File: src/rtl/cseb_pkg.sv
// ----------------------------------------------------------------------------
// cseb_pkg
// Types and constants shared by the strip energy binner.
// ----------------------------------------------------------------------------
`default_nettype none

package cseb_pkg;

  // field widths
  localparam int unsigned ETA_W    = 16;
  localparam int unsigned PHI_W    = 15;
  localparam int unsigned EN_W     = 24;
  localparam int unsigned SIG_W    = 23;
  localparam int unsigned STRIP_W  = 6;
  localparam int unsigned SUM_W    = 48;
  localparam int unsigned NUM_W    = 7;
  localparam int unsigned INV_W    = 16;
  localparam int unsigned SCALE_W  = 17;
  localparam int unsigned FACT_W   = 12;
  localparam int unsigned CFG_IDX_W  = 3;
  localparam int unsigned CFG_DATA_W = 17;

  // internal widths
  localparam int unsigned OFS_W   = 17;  // centre minus cell offset
  localparam int unsigned PROD_W  = 35;  // offset times reciprocal width
  localparam int unsigned IDX_W   = 15;  // rounded index
  localparam int unsigned ADD_W   = 41;  // energy times scale
  localparam int unsigned NPROD_W = 35;  // factor times sigma
  localparam int unsigned NCMP_W  = 37;  // noise cut comparison
  localparam int unsigned POS_W   = 18;  // signed strip position

  localparam logic signed [OFS_W-1:0] PI_Q12     = 17'sd12868;
  localparam logic signed [OFS_W-1:0] TWO_PI_Q12 = 17'sd25736;
  localparam logic [PROD_W-1:0]       ROUND_HALF = 35'd524288;
  localparam int unsigned             ROUND_SH   = 20;

  // register indexes
  localparam logic [CFG_IDX_W-1:0] REG_AXIS_SELECT      = 3'd0;
  localparam logic [CFG_IDX_W-1:0] REG_NUM_STRIPS       = 3'd1;
  localparam logic [CFG_IDX_W-1:0] REG_INV_STRIP_WIDTH  = 3'd2;
  localparam logic [CFG_IDX_W-1:0] REG_CENTER_ETA       = 3'd3;
  localparam logic [CFG_IDX_W-1:0] REG_CENTER_PHI       = 3'd4;
  localparam logic [CFG_IDX_W-1:0] REG_ENERGY_SCALE     = 3'd5;
  localparam logic [CFG_IDX_W-1:0] REG_NOISE_CUT_ENABLE = 3'd6;
  localparam logic [CFG_IDX_W-1:0] REG_NOISE_CUT_FACTOR = 3'd7;

  typedef struct packed {
    logic                       axis_select;
    logic [NUM_W-1:0]           num_strips;
    logic [INV_W-1:0]           inv_strip_width;
    logic signed [ETA_W-1:0]    center_eta;
    logic signed [PHI_W-1:0]    center_phi;
    logic [SCALE_W-1:0]         energy_scale;
    logic                       noise_cut_enable;
    logic [FACT_W-1:0]          noise_cut_factor;
  } cseb_cfg_t;

  // binning result handed to the cell row
  typedef struct packed {
    logic               valid;
    logic               hit;
    logic               last;
    logic [STRIP_W-1:0] strip;
  } cseb_bin_t;

  // per-cell control
  typedef struct packed {
    logic hit;
    logic shift;
  } cseb_cell_ctrl_t;

endpackage

`default_nettype wire

File: src/rtl/cseb_cell.sv
// ----------------------------------------------------------------------------
// cseb_cell
// One strip sum: saturating accumulate, or take the neighbour's sum on readout.
// ----------------------------------------------------------------------------
`default_nettype none

module cseb_cell import cseb_pkg::*; (
  input  wire logic                    clk_i,
  input  wire logic                    rst_ni,
  input  wire cseb_cell_ctrl_t         ctrl_i,
  input  wire logic [ADD_W-1:0]        addend_i,
  input  wire logic signed [SUM_W-1:0] shift_i,
  output logic signed [SUM_W-1:0]      sum_o
);

  logic signed [SUM_W-1:0] sum_q, sum_d;
  logic [SUM_W:0]          acc;

  always_comb begin
    acc = {sum_q[SUM_W-1], sum_q}
        + {{(SUM_W+1-ADD_W){addend_i[ADD_W-1]}}, addend_i};
    sum_d = sum_q;
    priority if (ctrl_i.shift) begin
      sum_d = shift_i;
    end else if (ctrl_i.hit) begin
      // saturate when the two top bits differ
      if (acc[SUM_W] != acc[SUM_W-1]) begin
        sum_d = acc[SUM_W] ? {1'b1, {(SUM_W-1){1'b0}}} : {1'b0, {(SUM_W-1){1'b1}}};
      end else begin
        sum_d = acc[SUM_W-1:0];
      end
    end
  end

  always_ff @(posedge clk_i or negedge rst_ni) begin
    if (!rst_ni) begin
      sum_q <= '0;
    end else begin
      sum_q <= sum_d;
    end
  end

  assign sum_o = sum_q;

endmodule

`default_nettype wire

File: config.mk
export PLATFORM = sky130hd
export DESIGN_NAME = cseb_cell
export DESIGN_NICKNAME = d
export VERILOG_FILES = /design/src/rtl/cseb_pkg.sv /design/src/rtl/cseb_cell.sv
export SDC_FILE = /design/constraint.sdc
export NUM_CORES = 1
export LEC_CHECK = 0
export ABC_CLOCK_PERIOD_IN_PS = 8800
export BUFFER_PORTS_ARGS = -buffer_cell sky130_fd_sc_hd__buf_2
export CAP_MARGIN = 20
export CORE_MARGIN = 2
export CORE_UTILIZATION = 50
export CTS_CLUSTER_SIZE = 12
export DETAILED_ROUTE_END_ITERATION = 6
export HOLD_SLACK_MARGIN = 0.12
export PLACE_DENSITY = 0.77
export SLEW_MARGIN = 10
export SYNTH_ARGS = -nofsm -noshare
export SYNTH_HDL_FRONTEND = slang
export SYNTH_SLANG_ARGS = --single-unit
File: constraint.sdc
create_clock -name clk_i -period 8.8 [get_ports clk_i]
set_input_delay 2.64 -clock clk_i [delete_from_list [all_inputs] [get_ports clk_i]]
set_output_delay 2.64 -clock clk_i [all_outputs]
set_load 0.1 [all_outputs]
* Yosys cells after proc, flatten, opt, wreduce, memory -nomap -nowiden *
Index checks and enable logic that the tools add are counted.

storage, ports and cells
  register bits = 48
  output and inout bits = 48
  word-level logic and storage cells = 8

operators by class
  add/subtract/negate cells = 1
  equal/unequal tests = 1
  multiplexer cells = 4
  reduce and logical (&&, ||, !) cells = 1

operator list
  operator                                   number
  48-bit two-way mux                         4
  48-bit by 41-bit adder with 49-bit output  1
  2-bit nonzero test                         1
  1-bit != test                              1

* Longest topological paths before layout *
  word-level depth = 5
  depth in mapped cells = 15
  mapped depth without buffers = 13

* Least setup slack after synthesis *
Ideal clock, no wire load.

  kind = input to register
  start = input addend_i[0]
  end = register sum_q[45], in the netlist sum_o[45]
  setup time = 0.079 ns
  arrival time = 5.278 ns
  setup slack = 3.443 ns
  cell stages on the path = 13
  path buffers = 0
  path through = ha_1 -> inv_1 -> fa_1 -> nand2b_1 -> a21oi_1 -> o21ai_0 -> a21oi_1 -> a2111oi_1 -> o31ai_1 -> a41o_1 -> nor2_1 -> or3b_1 -> a21oi_1

between the ends
  longest elaborated chain between the ends = 5

ends and longest elaborated chain
  item                                                 line                              text
  start: declaration                                   cseb_cell.sv:11                   input wire logic [ADD_W-1:0] addend_i,
  48-bit by 41-bit adder with 49-bit output *          cseb_cell.sv:21                   + {{(SUM_W+1-ADD_W){addend_i[ADD_W-1]}}, addend_i};
  48-bit two-way mux or 1-bit != test (tied branches)  cseb_cell.sv:28, cseb_cell.sv:27
  48-bit two-way mux *                                 cseb_cell.sv:27                   if (acc[SUM_W] != acc[SUM_W-1]) begin
  48-bit two-way mux *                                 cseb_cell.sv:25                   end else if (ctrl_i.hit) begin
  48-bit two-way mux *                                 cseb_cell.sv:23                   priority if (ctrl_i.shift) begin
  end signal: assignment                               cseb_cell.sv:39                   sum_q <= sum_d;
  end: declaration                                     cseb_cell.sv:16                   logic signed [SUM_W-1:0] sum_q, sum_d;

Mark *: on every way between the ends. The rest lies on a longest branch, timed or not. The select of a mux whose other input is x is not followed.
A chain may end at the register's enable or synchronous reset.

* Final worst setup path *
  start = input addend_i[24]
  end = register sum_q[30], in the netlist sum_o[30]

Same word-level chain as after synthesis.

==> results.yml <==
setup_path:
  cp-startpoint: "addend_i[24]"
  worstPathMaxFanout: 31
  critPathKind: "primary input to register"
  endpoint_kind: "register"
  rr_startpoint: "sum_o[24]$_DFFE_PN0P_"
  worstPathCellList: "buf_2 > ha_1 > nand4_1 > or3_1 > or4_1 > o2111ai_2 > a31oi_1 > a211oi_2 > nand2b_1 > buf_4 > a21boi_0 > o31ai_1"
  start_kind: "primary input"
  slowest_stage: "nand2b_1"
  max_stage_delay_ps: 510
  critPathArrivalTime_ps: 6650
  reg2reg_depth: 11
  endpoint: "sum_o[30]$_DFFE_PN0P_"
  required_ps: 9020
  rrSetupSlack_ps: 4370
  timing.rr.end: "sum_o[30]$_DFFE_PN0P_"
timing:
  max_freq_ghz: 0.156
  fin_crit_ps: 6420
  finalMaxSlewViolations: 0
  setup_viol: 0
  hold_violations: 0
  layout_setup_ws_ps: 2380
  fin_crit_sh_pct: 73.0
  relSlewSlack_pct: 45.2
  worst_pin_slew_ps: 823
  fin_tns_setup_ps: 0
  fin_skew_ps: 14.4
  grt_setup_unrepaired: "false"
pwr:
  pwr-share-comb_pct: 70.4
  peakVddDrop_mv: 0.152
  p_sw_share_pct: 58.3
  pwr-share-seq_pct: 19.3
  intPower_uw: 674
  p_clk_share_pct: 10.3
  p_leak_nw: 2.63
  power.net_switching_uw: 942
  power_density_mw_per_mm2: 284
logic_synthesis:
  syn_inst: 634
  async_flop_share_pct: 100
  synth_flop_cell: "dfrtp_1"
  ys_warn_count: 0
  netlist_area_mm2: 0.00488
  yosysSeqAreaShare_pct: 24.6
  netlist-cell-type-count: 58
  synth_seq_cells: 48
  synth_edf_count: 0
  avgSynthCellArea_um2: 7.70
  synthesis.nets: 776
global_route:
  grt_pass1_wl_um: 24000
  antenna_found_initial: 0
  grt_max_degree: 49
  grt.total_usage_pct: 28.3
  grt_pass1_vias: 5097
  grt-ovfl-total: 0
clocking:
  clkTransAtPathRegs_ps: 100
  cts_tree: "yes"
  cts_max_path_buffers: 2
  clkSinkCount: 48
  ctsHoldBuffers: 0
  clk_latency_ps: 320
  postCtsResizedCells: 0
  cts_inserted_buffers: 5
  cts_root_buf: "clkbuf_8"
  cts_htree_levels: 2
  cts_setup_buffers: 0
place:
  placed_area_mm2: 0.00559
  post-place-ws_ps: 2090
  gp_congestion: 0.980
  post-dp-hpwl_um: 11300
  io_buffers: 140
routing:
  vias: 5297
  routed_via_density: 6.02
  drc: 0
  wl_per_cell_um: 16.9
  ant_nets: 0
  first_iter_violations: 227
  wl_um: 14800
  dr.pass1.iters: 5
floorplan:
  rows: 36
  ios: 141
  dieArea_mm2: 0.0106
  start_util_pct: 50.7
  die_h_um: 103
  die_w_um: 103
  core_region_area_mm2: 0.00964
layout:
  stdcell_area_mm2: 0.00569
  post_route_cells_drive_above_1_share_pct: 20.7
  area_delta_synth_final_pct: 16.5
  layout.nets: 890
  antenna_cells: 0
  largest_reg_flops: 48
worst_hold_path:
  hold_class: "register to register"
status:
  run_status: "finished clean"
run:
  max_cap_violations: 0
==> stage by stage <==
step	hold slack (ps)	util, %	std cells	total power, mW
4_1_cts	576	59.0	880	1.61
3_5_place_dp	559	58.0	874	1.44
3_3_place_gp	540	58.0	874	1.42
2_1_floorplan	1050	-	634	1.23
5_1_grt	595	59.1	880	1.73
6_report	578	59.1	880	1.62
==> kinds of logic (layout without fill, tap and decap cells) <==
kind of cell | Yosys count | in the layout | synth area share, %
AOI/OAI and AO/OA | 260 | 260 | 32.4
muxes | 2 | 2 | 0.410
and+or+nand+nor | 191 | 191 | 18.4
xor gates and xnor gates | 38 | 38 | 6.81
adders and majority gates | 49 | 49 | 12.7
DFF | 48 | 48 | 24.6
buffers and inverters | 46 | 159 | 4.66
==> cell type report <==
type	count	area [µm²]
Fill cell	943	3950
Multi-Input combinational cell	540	3460
Sequential cell	48	1200
Timing Repair Buffer	143	726
Tap cell	133	166
Clock buffer	5	68.8
Inverter	10	37.5
Clock inverter	1	30.0
==> power by group through the flow <==
stage	Combinational [mW]	Clock [mW]	Sequential, mW
floorplan	0.573	0	0.653
global placement	1.11	0	0.312
detailed placement	1.12	0	0.315
CTS	1.13	0.168	0.311
global route	1.23	0.175	0.318
finish	1.14	0.166	0.312
==> metal layers <==
metal  part of all wire, %  vias to the layer above  wire (µm)  track usage [%]
li1                      -                     2601          -                -
met1                    45                     2515       6690             38.0
met2                    49                      166       7250             48.3
met3                   4.7                       15        700             3.25
met4                   1.3                        0        196             8.00
met5                     0                        -          0                0
==> Yosys cell counts, types with 5 or more instances <==
| master | number | area share (%) |
|---|---|---|
| o22ai_1 | 41 | 5.3 |
| xnor2_1 | 21 | 3.8 |
| nor2_1 | 33 | 2.5 |
| nand3_1 | 9 | 0.92 |
| or3_1 | 8 | 1.0 |
| nand2_1 | 84 | 6.5 |
| dfrtp_1 | 48 | 25 |
| o31ai_1 | 7 | 1.1 |
| ha_1 | 48 | 12 |
| clkbuf_1 | 23 | 1.8 |
| nor3_1 | 7 | 0.72 |
| buf_2 | 5 | 0.51 |
| nor2b_1 | 7 | 0.90 |
| xor2_1 | 17 | 3.0 |
| o21a_1 | 5 | 0.77 |
| a31oi_1 | 6 | 0.77 |
| inv_1 | 9 | 0.69 |
| o21ai_0 | 41 | 4.2 |
| a21oi_1 | 98 | 10 |
| nand2b_1 | 10 | 1.3 |
| buf_6 | 5 | 1.2 |
| a211oi_1 | 5 | 0.77 |
| a21o_1 | 23 | 3.5 |
| nand4_1 | 19 | 2.4 |
| a21boi_0 | 6 | 0.92 |
==> critical path, delay by kind of cell <==
family / cells / cell delay (ps)
AOI/OAI and AO/OA: 5 / 1430
and+or+nand+nor: 4 / 1590
buffers and inverters: 2 / 510
adders and majority gates: 1 / 420
==> cells in the final DEF, fill, tap and decap left out, types with 8 or more instances in the layout <==
cell type / n
buf_2: 139
a21oi_1: 98
nand2_1: 84
ha_1: 48
dfrtp_1: 48
o21ai_0: 41
o22ai_1: 41
nor2_1: 33
a21o_1: 23
xnor2_1: 21
nand4_1: 19
xor2_1: 17
nand2b_1: 10
inv_1: 9
nand3_1: 9
or3_1: 8
==> worst min-delay path by stage <==
stage                     slack, ps  cells after the start             startpoint                     to
after floorplan                1050                      2  sum_o[30]$_DFFE_PN0P_  sum_o[30]$_DFFE_PN0P_
after global placement          540                      2  sum_o[42]$_DFFE_PN0P_  sum_o[42]$_DFFE_PN0P_
after detailed placement        560                      2  sum_o[42]$_DFFE_PN0P_  sum_o[42]$_DFFE_PN0P_
after CTS                       580                      2  sum_o[42]$_DFFE_PN0P_  sum_o[42]$_DFFE_PN0P_
after global routing            590                      2  sum_o[42]$_DFFE_PN0P_  sum_o[42]$_DFFE_PN0P_
final                           580                      2  sum_o[42]$_DFFE_PN0P_  sum_o[42]$_DFFE_PN0P_
(Power assumes the default switching activity.)
