--- config.mk ---
export PLATFORM = sky130hd
export DESIGN_NAME = cseb_front
export DESIGN_NICKNAME = d
export VERILOG_FILES = /design/src/rtl/cseb_pkg.sv /design/src/rtl/cseb_front.sv
export SDC_FILE = /design/constraint.sdc
export NUM_CORES = 2
export LEC_CHECK = 0
export BUFFER_PORTS_ARGS = -buffer_cell sky130_fd_sc_hd__buf_2
export CAP_MARGIN = 20
export CELL_PAD_IN_SITES_DETAIL_PLACEMENT = 1
export CELL_PAD_IN_SITES_GLOBAL_PLACEMENT = 1
export CORE_MARGIN = 1
export CORE_UTILIZATION = 50
export DETAILED_ROUTE_END_ITERATION = 16
export PLACE_DENSITY_LB_ADDON = 0.15
export SLEW_MARGIN = 5
export SYNTH_ARGS = -nofsm -noshare
export SYNTH_HDL_FRONTEND = slang
export SYNTH_SLANG_ARGS = --single-unit
--- constraint.sdc ---
create_clock -name clk_i -period 6.9 [get_ports clk_i]
set_input_delay 1.035 -clock clk_i [delete_from_list [all_inputs] [get_ports clk_i]]
set_output_delay 1.035 -clock clk_i [all_outputs]
set_load 0.01 [all_outputs]
--- src/rtl/cseb_pkg.sv ---
// ----------------------------------------------------------------------------
// cseb_pkg
// Types and constants shared by the strip energy binner.
// ----------------------------------------------------------------------------
`default_nettype none

package cseb_pkg;

  // field widths
  localparam int unsigned ETA_W    = 16;
  localparam int unsigned PHI_W    = 15;
  localparam int unsigned EN_W     = 24;
  localparam int unsigned SIG_W    = 23;
  localparam int unsigned STRIP_W  = 6;
  localparam int unsigned SUM_W    = 48;
  localparam int unsigned NUM_W    = 7;
  localparam int unsigned INV_W    = 16;
  localparam int unsigned SCALE_W  = 17;
  localparam int unsigned FACT_W   = 12;
  localparam int unsigned CFG_IDX_W  = 3;
  localparam int unsigned CFG_DATA_W = 17;

  // internal widths
  localparam int unsigned OFS_W   = 17;  // centre minus cell offset
  localparam int unsigned PROD_W  = 35;  // offset times reciprocal width
  localparam int unsigned IDX_W   = 15;  // rounded index
  localparam int unsigned ADD_W   = 41;  // energy times scale
  localparam int unsigned NPROD_W = 35;  // factor times sigma
  localparam int unsigned NCMP_W  = 37;  // noise cut comparison
  localparam int unsigned POS_W   = 18;  // signed strip position

  localparam logic signed [OFS_W-1:0] PI_Q12     = 17'sd12868;
  localparam logic signed [OFS_W-1:0] TWO_PI_Q12 = 17'sd25736;
  localparam logic [PROD_W-1:0]       ROUND_HALF = 35'd524288;
  localparam int unsigned             ROUND_SH   = 20;

  // register indexes
  localparam logic [CFG_IDX_W-1:0] REG_AXIS_SELECT      = 3'd0;
  localparam logic [CFG_IDX_W-1:0] REG_NUM_STRIPS       = 3'd1;
  localparam logic [CFG_IDX_W-1:0] REG_INV_STRIP_WIDTH  = 3'd2;
  localparam logic [CFG_IDX_W-1:0] REG_CENTER_ETA       = 3'd3;
  localparam logic [CFG_IDX_W-1:0] REG_CENTER_PHI       = 3'd4;
  localparam logic [CFG_IDX_W-1:0] REG_ENERGY_SCALE     = 3'd5;
  localparam logic [CFG_IDX_W-1:0] REG_NOISE_CUT_ENABLE = 3'd6;
  localparam logic [CFG_IDX_W-1:0] REG_NOISE_CUT_FACTOR = 3'd7;

  typedef struct packed {
    logic                       axis_select;
    logic [NUM_W-1:0]           num_strips;
    logic [INV_W-1:0]           inv_strip_width;
    logic signed [ETA_W-1:0]    center_eta;
    logic signed [PHI_W-1:0]    center_phi;
    logic [SCALE_W-1:0]         energy_scale;
    logic                       noise_cut_enable;
    logic [FACT_W-1:0]          noise_cut_factor;
  } cseb_cfg_t;

  // binning result handed to the cell row
  typedef struct packed {
    logic               valid;
    logic               hit;
    logic               last;
    logic [STRIP_W-1:0] strip;
  } cseb_bin_t;

  // per-cell control
  typedef struct packed {
    logic hit;
    logic shift;
  } cseb_cell_ctrl_t;

endpackage

`default_nettype wire

--- src/rtl/cseb_front.sv ---
// ----------------------------------------------------------------------------
// cseb_front
// Three-stage binning pipe: offset, rounding, strip number and scaled energy.
// ----------------------------------------------------------------------------
`default_nettype none

module cseb_front import cseb_pkg::*; (
  input  wire logic                    clk_i,
  input  wire logic                    rst_ni,
  input  wire logic                    start_i,
  input  wire logic signed [ETA_W-1:0] cell_eta_i,
  input  wire logic signed [PHI_W-1:0] cell_phi_i,
  input  wire logic signed [EN_W-1:0]  cell_energy_i,
  input  wire logic [SIG_W-1:0]        cell_sigma_i,
  input  wire logic                    cell_valid_i,
  input  wire logic                    last_cell_i,
  input  wire cseb_cfg_t               cfg_i,
  input  wire logic [NUM_W-1:0]        n_eff_i,
  output cseb_bin_t                    bin_o,
  output logic [ADD_W-1:0]             addend_o
);

  // stage 1: offsets and products
  logic                    v1_q;
  logic signed [OFS_W-1:0] d1_q, d1_d;
  logic                    pos1_q, pos1_d;
  logic [ADD_W-1:0]        esc1_q, esc1_d;
  logic signed [EN_W-1:0]  en1_q;
  logic [NPROD_W-1:0]      np1_q, np1_d;
  logic                    keep1_q, last1_q;

  // stage 2: rounded index and noise cut
  logic                    v2_q;
  logic [IDX_W-1:0]        idx2_q, idx2_d;
  logic                    pos2_q;
  logic [ADD_W-1:0]        esc2_q;
  logic                    keep2_q, keep2_d;
  logic                    last2_q;

  // stage 3: strip number
  cseb_bin_t               bin_d;
  logic                    v3_q;
  logic                    hit3_q, last3_q;
  logic [STRIP_W-1:0]      strip3_q;
  logic [ADD_W-1:0]        add_q;

  logic signed [OFS_W-1:0] dphi_raw, dphi, deta;
  logic [PROD_W-1:0]       prod;
  logic signed [NCMP_W-1:0] ncmp_l, ncmp_r;
  logic signed [POS_W-1:0] spos;
  logic [NUM_W-1:0]        half;

  always_comb begin
    dphi_raw = {{2{cfg_i.center_phi[PHI_W-1]}}, cfg_i.center_phi}
             - {{2{cell_phi_i[PHI_W-1]}}, cell_phi_i};
    // wrap once into [-pi, pi)
    if (dphi_raw < -PI_Q12) begin
      dphi = dphi_raw + TWO_PI_Q12;
    end else if (dphi_raw >= PI_Q12) begin
      dphi = dphi_raw - TWO_PI_Q12;
    end else begin
      dphi = dphi_raw;
    end
    deta   = {cfg_i.center_eta[ETA_W-1], cfg_i.center_eta}
           - {cell_eta_i[ETA_W-1], cell_eta_i};
    d1_d   = cfg_i.axis_select ? dphi : deta;
    pos1_d = !dphi[OFS_W-1] && (dphi != '0);
    // 24 x 18 signed product
    esc1_d = ADD_W'(cell_energy_i * $signed({1'b0, cfg_i.energy_scale}));
    np1_d  = NPROD_W'(cfg_i.noise_cut_factor * cell_sigma_i);
  end

  always_comb begin
    // 17 x 17 signed product, then half a step for rounding up
    prod    = PROD_W'(d1_q * $signed({1'b0, cfg_i.inv_strip_width})) + ROUND_HALF;
    idx2_d  = prod[PROD_W-1:ROUND_SH];
    ncmp_l  = {{(NCMP_W-EN_W-8){en1_q[EN_W-1]}}, en1_q, 8'b0};
    ncmp_r  = {{(NCMP_W-NPROD_W){1'b0}}, np1_q};
    keep2_d = keep1_q && !(cfg_i.noise_cut_enable && (ncmp_l <= ncmp_r));
  end

  always_comb begin
    half = n_eff_i >> 1;
    spos = {{(POS_W-NUM_W){1'b0}}, half}
         - {{2{idx2_q[IDX_W-1]}}, idx2_q, 1'b0}
         - {{(POS_W-1){1'b0}}, pos2_q};
    bin_d.valid = v2_q;
    bin_d.last  = last2_q;
    // a negative position clamps to strip 0, which always exists
    if (spos[POS_W-1]) begin
      bin_d.strip = '0;
      bin_d.hit   = keep2_q;
    end else begin
      bin_d.strip = spos[STRIP_W-1:0];
      bin_d.hit   = keep2_q && (spos < {{(POS_W-NUM_W){1'b0}}, n_eff_i});
    end
  end

  always_ff @(posedge clk_i or negedge rst_ni) begin
    if (!rst_ni) begin
      v1_q <= 1'b0;
      v2_q <= 1'b0;
      v3_q <= 1'b0;
    end else begin
      v1_q <= start_i;
      v2_q <= v1_q;
      v3_q <= bin_d.valid;
    end
  end

  always_ff @(posedge clk_i) begin
    d1_q    <= d1_d;
    pos1_q  <= pos1_d;
    esc1_q  <= esc1_d;
    en1_q   <= cell_energy_i;
    np1_q   <= np1_d;
    keep1_q <= cell_valid_i;
    last1_q <= last_cell_i;

    idx2_q  <= idx2_d;
    pos2_q  <= pos1_q;
    esc2_q  <= esc1_q;
    keep2_q <= keep2_d;
    last2_q <= last1_q;

    hit3_q   <= bin_d.hit;
    last3_q  <= bin_d.last;
    strip3_q <= bin_d.strip;
    add_q    <= esc2_q;
  end

  assign bin_o    = '{valid: v3_q, hit: hit3_q, last: last3_q, strip: strip3_q};
  assign addend_o = add_q;

endmodule

`default_nettype wire

# --- After elaboration in Yosys (flattened, before gate mapping) ---
# Index checks and enable logic that the tools add are counted.
op_classes:
  add_sub_neg: 7
  n_lt_le_gt_ge: 4
  n_mul: 3
  muxes: 4
  n_reduce_logical: 7
op_table:
  columns: ["op", "n"]
  rows:
  - ["2-to-1 mux 17 bit", 3]
  - ["multiplier 24 x 18 -> 41 bit", 1]
  - ["less-or-equal comparator 32 x 36 -> 1 bit", 1]
  - ["adder 34 x 21 -> 35 bit (second input constant)", 1]
  - ["multiplier 12 x 23 -> 35 bit", 1]
  - ["multiplier 17 x 17 -> 34 bit", 1]
  - ["less-than comparator 18 x 7 -> 1 bit", 1]
  - ["subtractor 17 x 2 -> 18 bit", 1]
  - ["adder 16 x 16 -> 17 bit (second input constant)", 1]
  - ["nonzero test 17 bit", 1]
  - ["subtractor 16 x 16 -> 17 bit", 1]
  - ["subtractor 16 x 16 -> 17 bit (second input constant)", 1]
  - ["subtractor 7 x 16 -> 17 bit", 1]
  - ["greater-or-equal comparator 16 x 15 -> 1 bit (second input constant)", 1]
  - ["less-than comparator 16 x 15 -> 1 bit (second input constant)", 1]
  - ["subtractor 15 x 15 -> 16 bit", 1]
  - ["logical AND 1 bit", 4]
  - ["logical NOT 1 bit", 2]
  - ["2-to-1 mux 1 bit", 1]
totals:
  input_bits: 175
  wordCells: 44
  out_inout_bits: 50
  ff_bits: 231

# --- Logic depth before layout (Yosys ltp) ---
logic_depth:
  ltp_word: 6
  ltp_mapped: 27
  mapped_depth_nobuf: 26

# --- Worst setup path before layout ---
# No wires, ideal clock.
synth_timing:
  path_kind: "input to register"
  from: "input port cfg_i[16] (netlist name)"
  to: "register esc1_q[40]"
  path_buffers: 1
  setup_time_ns: 0.121
  t_required_ns: 6.779
  stages: 25
  arrival_ns: 7.087
  path_slack_ns: -0.308
  cell_sequence: "clkbuf_1 -> and2_1 -> fa_1 -> inv_1 -> fa_1 -> fa_1 -> inv_1 -> fa_1 -> fa_1 -> inv_1 -> fa_1 -> inv_1 -> ha_1 -> a21o_1 -> a21o_1 -> a21o_1 -> a221o_1 -> a21oi_1 -> o31ai_1 -> a41oi_1 -> a2111oi_0 -> o21a_1 -> o21a_1 -> o41a_1 -> xnor2_1"
synth_via:
  elab_chain_cells: 1
synth_lines:
  columns: ["item", "line", "source"]
  rows:
  - ["from (decl)", "cseb_front.sv:17", "input wire cseb_cfg_t cfg_i,"]
  - ["multiplier 24 x 18 -> 41 bit", "cseb_front.sv:69", "esc1_d = ADD_W'(cell_energy_i * $signed({1'b0, cfg_i.energy_scale}));"]
  - ["via esc1_d[40]", "cseb_front.sv:27", "logic [ADD_W-1:0] esc1_q, esc1_d;"]
  - ["to (signal assigned)", "cseb_front.sv:114", "esc1_q <= esc1_d;"]
  - ["to (decl)", "cseb_front.sv:27", null]
# The timed path passes the listed nets, and every way through them passes these cells.
# A chain may end at the register's enable or synchronous reset.

# --- Final worst setup path ---
layout_timing:
  from: "input port cfg_i[24] (netlist name)"
  to: "register esc1_q[39]"
# The elaborated chain is that of the path after synthesis.

==> results.yml <==
grt:
  grt_first_pass_wirelength_mm: 190.7
  antenna_found_initial: 2
  grt_max_degree: 32
  grt_pass1_vias: 36591
  grt_overflow_total: 0
  grtUsageTotal_pct: 28.69
clock_network:
  cts.htree.levels: 1
  clock-root-buffer: "clkbuf_16"
  cts_sinks: 231
  cts_made_buffers: 30
  cts.clk_slew.worst_paths_ps: 60
  hold_buffers: 0
  clock_path_buffers: 3
  cts_tree: "built"
  clk_latency_ps: 630
sta:
  drv_slew: 0
  period_needed_ps: 6791
  period_share_pct: 98.42
  hold_viol_final: 0
  relSlewSlack_pct: 27.75
  fmax_mhz: 147.3
  setup_ws_ps: 109.3
  tightest_slew_ps: 1074
  setup_viol: 0
  fin_skew_ps: 60.20
worst_setup_path:
  r2r-end: "idx2_q[13]"
  required_ps: 7400
  crit_path_max_incr_delay_ps: 540
  setup.worst_path.class: "primary input to flip-flop"
  r2r_slack_ps: 220
  cp_slowest_cell: "fa_2"
  r2r_start: "d1_q[5]"
  cp_max_fo: 8
  endpoint_kind: "flip-flop"
  cp-start-kind: "primary input"
  worst_ep_arrival_time_ps: 7290
  rr_worst_depth: 25
placement:
  gp_congestion: 0.8813
  pre_cts_slack_ps: -884.6
  dp_hpwl_mm: 99.54
  placement.io_buffers: 217
logic_synthesis:
  synth_area_sq_mm: 0.04172
  synth_top_area_share_pct: 42.75
  synthCells: 4528
  ys_warn_count: 0
  synth_ff_type: "dfxtp_1"
  synth.distinct_cells: 81
  synth_nets: 5949
  postSynthAreaPerCell_sq_um: 9.214
  async_flop_share_pct: 1.299
  synth.area.top_cells: "fa_1, dfxtp_1, ha_1, inv_1, and2_1"
  yosysSeqAreaShare_pct: 11.12
  yosys.area.top_type: "fa_1"
  synth-edff-count: 0
  ys_ff_latch: 231
floorplanning:
  die_y_microns: 290.9
  start_util_pct: 50.65
  fp.dieArea_sq_mm: 0.08460
  core-area_sq_mm: 0.08237
  die_w_microns: 290.9
  rows: 105
  io_pins: 225
worst_hold_path:
  min_path_type: "primary input to asynchronous set/reset pin"
detailed_routing:
  ant_nets: 0
  post_drt_wl_per_cell_microns: 19.34
  vias_per_cell: 5.194
  drt_iter0_drc: 1152
  drc: 0
  vias: 31519
  totalWireLength_mm: 117.3
  first_pass_iters: 5
cells_and_area:
  fin_nets: 6393
  nFillCells: 9498
  drive_gt1_share_pct: 14.85
  area_delta_synth_final_pct: 15.27
flow_run:
  cap_viol_max_count: 0
status:
  status: "complete, no violations"
[cell type report]
cell class                      count  area (sq um)  share of cell area [%]
Clock buffer                       32         768.2                   1.598
Antenna cell                        2         5.005                 0.01041
Tap cell                         1070          1339                   2.784
Clock inverter                     24         309.0                  0.6426
Inverter                         1124          4219                   8.773
Sequential cell                   231          4641                   9.650
Multi-Input combinational cell   3017         32670                   67.93
Timing Repair Buffer              568          4143                   8.615
[cell usage in the layout (no fill, tap or decap), types with 7 or more instances in the layout]
cell,n
a211o_1,7
a211oi_1,11
a21boi_0,10
a21o_1,58
a21oi_1,100
a21oi_2,13
and2_1,429
and2_4,10
and3_1,15
buf_12,15
buf_2,190
buf_4,324
buf_6,29
clkbuf_16,30
clkinv_2,7
dfxtp_1,227
fa_1,875
fa_2,16
ha_1,337
ha_4,15
inv_1,1106
inv_2,18
mux2i_1,9
nand2_1,582
nand2b_1,23
nand3_1,22
nand4_1,10
nor2_1,85
nor2b_1,22
nor3_1,25
o211ai_1,8
o21a_1,17
o21ai_0,55
o21bai_1,10
o31ai_1,10
or3_1,9
xnor2_1,95
xor2_1,30
[repair_timing]
item,CTS,global route
endpoints found under the setup margin,4,9
pin swaps,29,85
buffers inserted,5,7
gates resized for setup,57,106
gates cloned,1,0
[routing by layer]
layer / global-route usage [%] / share of wire (%) / up-vias
li1: - / - / 14260
met2: 52.79 / 53 / 619
met3: 2.733 / 3.4 / 225
met5: 0 / 0.011 / -
met1: 34.98 / 40 / 16413
met4: 9.717 / 3.5 / 2
[worst max path at each step]
stage               from          to  slack, ps
6_report       cfg_i[24]  esc1_q[39]        110
5_1_grt        cfg_i[24]  esc1_q[39]        -90
4_1_cts        cfg_i[22]  esc1_q[37]          9
3_5_place_dp   cfg_i[17]  esc1_q[39]       -880
3_3_place_gp   cfg_i[19]  esc1_q[39]       -780
2_1_floorplan  cfg_i[16]  esc1_q[40]        -50
[cells in the mapped netlist, types with 58 or more instances]
master,number
a21o_1,58
a21oi_1,112
and2_1,439
clkbuf_1,144
dfxtp_1,228
fa_1,891
ha_1,355
inv_1,1124
nand2_1,583
nor2_1,86
o21ai_0,60
xnor2_1,96
[sequential cells by signal (all words and copies together) (netlist names), 6 cells and up]
signal	flops
idx2_q	15
strip3_q	6
esc2_q	41
addend_o	41
d1_q	17
esc1_q	41
en1_q	24
np1_q	35
[cell families after synthesis]
group	count (synthesis)	synth area share, %
simple gates	1268	14.99
fa+ha+maj	1246	53.40
flops	231	11.12
buf+inv	1280	11.56
xor+xnor	129	2.789
mux	12	0.3059
compound gates	362	5.833
[stage by stage]
step                util, %  setup TNS (ps)  area (sq um)  hold slack (ps)  std cells
floorplan                 -          -54.04         41760            309.6       4528
global placement      56.26           -5340         46340            309.9       6001
detailed placement    56.26           -8410         46340            313.2       6001
CTS                   57.90               0         47700            143.5       6061
global route          58.38          -226.6         48090            154.6       6067
finish                58.38               0         48090            188.6       6068
[worst max-delay path, delay by kind of cell]
family / cells / cell delay [ps]
fa+ha+maj: 7 / 2900
compound gates: 10 / 1880
buf+inv: 11 / 1190
xor+xnor: 1 / 140
simple gates: 2 / 130
Power is not shown: default switching activity piles up to over one toggle a cycle in this logic, so the estimate is an artifact.
